--- src/design/rational_add_sub_reduce_unit_defines.svh ---
// assertion macros for the rational add/sub/reduce unit
// used by the controller; expects signals clk and rst in scope
`ifndef RATIONAL_ADD_SUB_REDUCE_UNIT_DEFINES_SVH
`define RATIONAL_ADD_SUB_REDUCE_UNIT_DEFINES_SVH

// same-cycle implication
`define RASR_ASSERT_NOW(lbl, ante, cons, msg) \
  lbl: assert property (@(posedge clk) disable iff (rst) (ante) |-> (cons)) else $error(msg);

// next-cycle implication
`define RASR_ASSERT_NEXT(lbl, ante, cons, msg) \
  lbl: assert property (@(posedge clk) disable iff (rst) (ante) |=> (cons)) else $error(msg);

`endif

--- src/design/rasr_pkg.sv ---
// shared types and codes for the rational add/sub/reduce unit
// no dependencies
package rasr_pkg;

  localparam int FIELD_W = 32;
  localparam int DEN_W   = 31;

  // commands
  localparam logic [1:0] CMD_NORM = 2'd0;
  localparam logic [1:0] CMD_ADD  = 2'd1;
  localparam logic [1:0] CMD_SUB  = 2'd2;
  localparam logic [1:0] CMD_EQ   = 2'd3;

  // result status codes
  localparam logic [1:0] ST_OK       = 2'd0;
  localparam logic [1:0] ST_ZERO_DEN = 2'd1;
  localparam logic [1:0] ST_OVERFLOW = 2'd2;

  // multiplier operand selection
  localparam logic [1:0] MUL_AD  = 2'd0;
  localparam logic [1:0] MUL_BC  = 2'd1;
  localparam logic [1:0] MUL_DEN = 2'd2;

  // controller to datapath
  typedef struct packed {
    logic       load;
    logic       mul_en;
    logic [1:0] mul_sel;
    logic       sum;
    logic       gcd_init;
    logic       twos_step;
    logic       gcd_step;
    logic       div_init;
    logic       div_step;
    logic       out_load;
  } rasr_cmd_t;

  // datapath to controller
  typedef struct packed {
    logic [1:0] cmd;
    logic       zero_den;
    logic       twos_done;
    logic       gcd_done;
    logic       div_done;
  } rasr_stat_t;

endpackage

--- src/design/rasr_ctrl.sv ---
// controller: sequences load, multiply, add, gcd, divide and result hand-off
// depends on rasr_pkg and rational_add_sub_reduce_unit_defines.svh
`include "rational_add_sub_reduce_unit_defines.svh"
module rasr_ctrl import rasr_pkg::*; (
  input  logic       clk,
  input  logic       rst,
  input  logic       s_tvalid,
  output logic       s_tready,
  output logic       m_tvalid,
  input  logic       m_tready,
  output rasr_cmd_t  cmd,
  input  rasr_stat_t stat
);

  localparam logic [3:0] S_IDLE  = 4'd0;
  localparam logic [3:0] S_DISP  = 4'd1;
  localparam logic [3:0] S_MUL0  = 4'd2;
  localparam logic [3:0] S_MUL1  = 4'd3;
  localparam logic [3:0] S_MUL2  = 4'd4;
  localparam logic [3:0] S_SUM   = 4'd5;
  localparam logic [3:0] S_GINIT = 4'd6;
  localparam logic [3:0] S_TWOS  = 4'd7;
  localparam logic [3:0] S_GCD   = 4'd8;
  localparam logic [3:0] S_DINIT = 4'd9;
  localparam logic [3:0] S_DIV   = 4'd10;
  localparam logic [3:0] S_FIN   = 4'd11;

  logic [3:0] state, state_next;
  logic       out_free;

  assign out_free = !m_tvalid || m_tready;
  assign s_tready = state == S_IDLE;

  // next state and commands
  always_comb begin
    state_next = state;
    cmd        = '0;
    unique case (state)
      S_IDLE: begin
        if (s_tvalid) begin
          cmd.load   = 1'b1;
          state_next = S_DISP;
        end
      end
      S_DISP: begin
        if (stat.cmd == CMD_EQ || stat.zero_den) begin
          state_next = S_FIN;
        end else if (stat.cmd == CMD_NORM) begin
          state_next = S_GINIT;
        end else begin
          state_next = S_MUL0;
        end
      end
      S_MUL0: begin
        cmd.mul_en = 1'b1; cmd.mul_sel = MUL_AD;  state_next = S_MUL1;
      end
      S_MUL1: begin
        cmd.mul_en = 1'b1; cmd.mul_sel = MUL_BC;  state_next = S_MUL2;
      end
      S_MUL2: begin
        cmd.mul_en = 1'b1; cmd.mul_sel = MUL_DEN; state_next = S_SUM;
      end
      S_SUM: begin
        cmd.sum = 1'b1; state_next = S_GINIT;
      end
      S_GINIT: begin
        cmd.gcd_init = 1'b1; state_next = S_TWOS;
      end
      S_TWOS: begin
        cmd.twos_step = 1'b1;
        if (stat.twos_done) state_next = S_GCD;
      end
      S_GCD: begin
        cmd.gcd_step = 1'b1;
        if (stat.gcd_done) state_next = S_DINIT;
      end
      S_DINIT: begin
        cmd.div_init = 1'b1; state_next = S_DIV;
      end
      S_DIV: begin
        if (stat.div_done) begin
          state_next = S_FIN;
        end else begin
          cmd.div_step = 1'b1;
        end
      end
      S_FIN: begin
        if (out_free) begin
          cmd.out_load = 1'b1;
          state_next   = S_IDLE;
        end
      end
      default: state_next = S_IDLE;
    endcase
  end

  // state and output valid
  always_ff @(posedge clk) begin
    if (rst) begin
      state    <= S_IDLE;
      m_tvalid <= 1'b0;
    end else begin
      state <= state_next;
      if (cmd.out_load) begin
        m_tvalid <= 1'b1;
      end else if (m_tready) begin
        m_tvalid <= 1'b0;
      end
    end
  end

  `RASR_ASSERT_NEXT(a_accept_busy, s_tvalid && s_tready, state == S_DISP, "accept must start work")
  `RASR_ASSERT_NOW(a_load_free, cmd.out_load, out_free, "result loaded over a pending one")
  `RASR_ASSERT_NEXT(a_div_fin, state == S_DIV && stat.div_done, state == S_FIN, "divide end lost")
  `RASR_ASSERT_NOW(a_valid_src, $rose(m_tvalid), $past(state) == S_FIN, "result valid without finish")

endmodule

--- config.mk ---
export PLATFORM = sky130hd
export DESIGN_NAME = rasr_ctrl
export DESIGN_NICKNAME = d
export VERILOG_FILES = /design/src/design/rasr_pkg.sv /design/src/design/rasr_ctrl.sv
export VERILOG_INCLUDE_DIRS = /design/src /design/src/design
export SDC_FILE = /design/constraint.sdc
export NUM_CORES = 1
export LEC_CHECK = 0
export ABC_AREA = 1
export CAP_MARGIN = 0
export CELL_PAD_IN_SITES_DETAIL_PLACEMENT = 0
export CELL_PAD_IN_SITES_GLOBAL_PLACEMENT = 2
export CORE_MARGIN = 3
export CORE_UTILIZATION = 26
export CTS_BUF_LIST = sky130_fd_sc_hd__clkbuf_16
export DETAILED_ROUTE_END_ITERATION = 7
export DONT_BUFFER_PORTS = 1
export MAX_ROUTING_LAYER = met4
export PLACE_DENSITY = 0.77
export REMOVE_ABC_BUFFERS = 1
export SETUP_SLACK_MARGIN = 0.4
export SYNTH_ARGS = -nofsm -noshare
export SYNTH_HDL_FRONTEND = slang
export SYNTH_SLANG_ARGS = --single-unit
--- constraint.sdc ---
create_clock -name clk -period 1.4 [get_ports clk]
set_input_delay 0.21 -clock clk [delete_from_list [all_inputs] [get_ports clk]]
set_output_delay 0.21 -clock clk [all_outputs]
set_load 0.1 [all_outputs]
==> flow_summary_export.csv <==
group,metric,value,unit
hold_path,min_path_type,"input pin to register",
placed_design,hpwl,1070,µm
die,fp.dieW,47.9,µm
synthesis,synth_cell_type_count,16,
finish,final_nets,120,
grt,use_met3,2.63,%
sta,maxSlewViolCount,0,
worst_setup_path,required,1.19,ns
sta,setup_viol,4,
grt,antenna_found_initial,0,
worst_setup_path,crit_path_cell_trace,"inv_2 -> nand2_4 -> nor3_4 -> clkbuf_16",
worst_setup_path,crit_buf_inv,2,
clocking,cts_buffer_depth,2,
finish,antenna_cells,0,
hold_path,min_from,"rst",
grt,groute.layer.met2.usage,27.7,%
sta,relSlewSlack,87.8,%
clocking,clk_latency,0.22,ns
synthesis,ys_seq_elements,5,
sta,post-route-period-util,104,%
finish,register_area,116,µm²
worst_setup_path,critPathTopFamily,"flip-flops",
finish,area_delta_synth_final,149,%
placed_design,place_ws,0.0130,ns
clocking,clkTransAtPathRegs,0.03,ns
routing,dr.pass1.iters,4,
routing,via_per_inst,5.17,
grt,gr-total-overflow,0,
flow_run,drv_cap,0,
pwr,ir_drop,0.00154,V
finish,n_fill_cell,106,
grt,grt_max_degree,8,
sta,fin_setup_tns,-0.146,ns
worst_setup_path,worst_path_max_delay_cell,"dfxtp_4",
hold_path,hold_end,"m_tvalid",
finish,instances_no_fill,125,
synthesis,avgSynthCellArea,5.62,µm²
grt,grt_pass1_wl,2620,µm
worst_setup_path,critPathMaxFanout,5,
synthesis,yosys_warnings,0,
worst_setup_path,crit_arrival,1.24,ns
clocking,h-tree-depth,1,
pwr,leakage,0.510,nW
sta,finClkSkew,0.000188,ns
routing,wl,1740,µm
sta,rsz0062_at_grt,"true",
die,ios,23,
die,placementRows,14,
worst_setup_path,max_stage_delay,0.36,ns
run_status,status,"complete, but fails checks",
placed_design,dp.cells,111,
worst_setup_path,rr_endpoint,"state[0]",
clocking,tritoncts,"built",
clocking,cts_sinks,5,
run_status,violations,"negative setup slack",
sta,worst_pin_slew,0.180,ns
routing,drc,0,
die,die_area,0.00229,mm²
placed_design,gp_congestion,0.842,
die,start_util,28.9,%
synthesis,ys_seq_area_share,22.0,%
worst_setup_path,cp-start-kind,"register",
routing,drtAntennaViolNets,0,
sta,clock.fmax,687,MHz
grt,grt_use_total,16.8,%
worst_setup_path,r2r-start,"state[3]",
placed_design,portBuffers,0,
clocking,cts-root-buf,"clkbuf_16",
grt,grt_pass1_vias,607,
die,core_region_area,0.00158,mm²
synthesis,syn_area,455,µm²
pwr,p_total,0.00285,W
die,die_h,47.9,µm
pwr,pwr_density_cell,2520,mW/mm²
worst_setup_path,r2r_cells,10,
worst_setup_path,path_class,"register to output port",
finish,drive_gt1_share,59.6,%
sta,layout_setup_ws,-0.0549,ns
worst_setup_path,setup.worst_path.end_class,"output port",
worst_setup_path,regToRegSetupSlack,0.06,ns
routing,routedWlPerCell,13.9,µm
routing,drt_iter0_markers,12,
clocking,numCtsBuffers,3,
grt,busiest_layer,"met2",
finish,multi_input_area,463,µm²
routing,vias,646,
synthesis,netlist_instances,81,
grt,met1_usage,18.9,%
sta,final.min_clock_period,1.45,ns
sta,hold_viol_final,0,
hold_path,worstHoldPathCells,1,
[kinds of logic after synthesis]
family	synth area share [%]
flip-flops	22.0
AO/OA/AOI/OAI	8.52
AND/OR/NAND/NOR	55.5
buffers and inverters	14.0
[routing by layer]
layer,share of wire (%),routed length [µm]
met1,40,692
met4,1.3,23
met2,53,922
met3,5.6,98
met5,0,0
[how the worst max path moves through the flow]
| stage | startpoint | end | cells after the start |
|---|---|---|---|
| floorplan | m_tvalid | m_tvalid | 5 |
| global placement | state[0] | cmd[10] | 4 |
| detailed placement | state[0] | cmd[10] | 4 |
| CTS | state[3] | cmd[10] | 4 |
| global route | state[3] | cmd[10] | 4 |
| finish | state[3] | cmd[5] | 4 |
[cells in the mapped netlist (all sizes together)]
| library cell | number | area [µm²] |
|---|---|---|
| nor3 | 3 | 15.0 |
| nand4 | 2 | 12.5 |
| nor2 | 24 | 100 |
| nand2 | 15 | 78.8 |
| and2 | 1 | 6.26 |
| o21ai | 2 | 10.0 |
| a21oi | 3 | 15.0 |
| dfxtp | 5 | 100 |
| nand3 | 7 | 40.0 |
| inv | 17 | 63.8 |
| o22ai | 1 | 6.26 |
| o21bai | 1 | 7.51 |
[where the power goes]
group	switching, W	internal, W	leakage (nW)
sequential	0.000158	0.000217	0.0442
combinational	0.00125	0.000769	0.424
clock	0.0000862	0.000369	0.0423
[registers in the layout (all words and copies together) (netlist names)]
register	count
state	4
m_tvalid	1
[repair_timing]
action	CTS	global route
hold buffers	0	0
pin swaps	11	5
setup endpoints to repair	18	18
resized for setup	48	9
setup buffers	8	2
[through the flow]
| stage | hold slack (ns) | cell area [µm²] | util, % |
|---|---|---|---|
| final | 0.0467 | 1130 | 71.9 |
| after global placement | 0.283 | 772 | 49.0 |
| after detailed placement | 0.287 | 772 | 49.0 |
| after floorplan | 0.282 | 455 | - |
| after global routing | 0.0405 | 1130 | 71.9 |
| after CTS | 0.0505 | 1080 | 68.7 |
[layout by cell type, fill, tap and decap left out, types with 2 or more instances in the layout]
| cell type | Yosys | layout |
|---|---|---|
| nor2_1 | 22 | 9 |
| nor2_2 | 1 | 2 |
| inv_2 | 0 | 2 |
| dfxtp_4 | 0 | 4 |
| inv_4 | 0 | 2 |
| nand3_1 | 6 | 5 |
| buf_12 | 0 | 11 |
| buf_6 | 0 | 3 |
| nor3_4 | 0 | 3 |
| nand3_2 | 1 | 2 |
| buf_4 | 0 | 7 |
| nor2_4 | 1 | 13 |
| nand2_4 | 3 | 5 |
| o21ai_0 | 2 | 2 |
| nand4_1 | 2 | 2 |
| clkbuf_16 | 0 | 6 |
| a21oi_1 | 3 | 3 |
| nand2_1 | 12 | 8 |
| inv_1 | 17 | 13 |
[area by class of cell]
class	count	share of cell area, %
flip-flops and latches	5	10.3
well taps	16	1.77
clock inverters	1	0.331
multi-input cells	59	40.8
clock buffers	3	6.62
repair buffers	24	33.7
inverters	17	6.51
(Power assumes the default switching activity.)
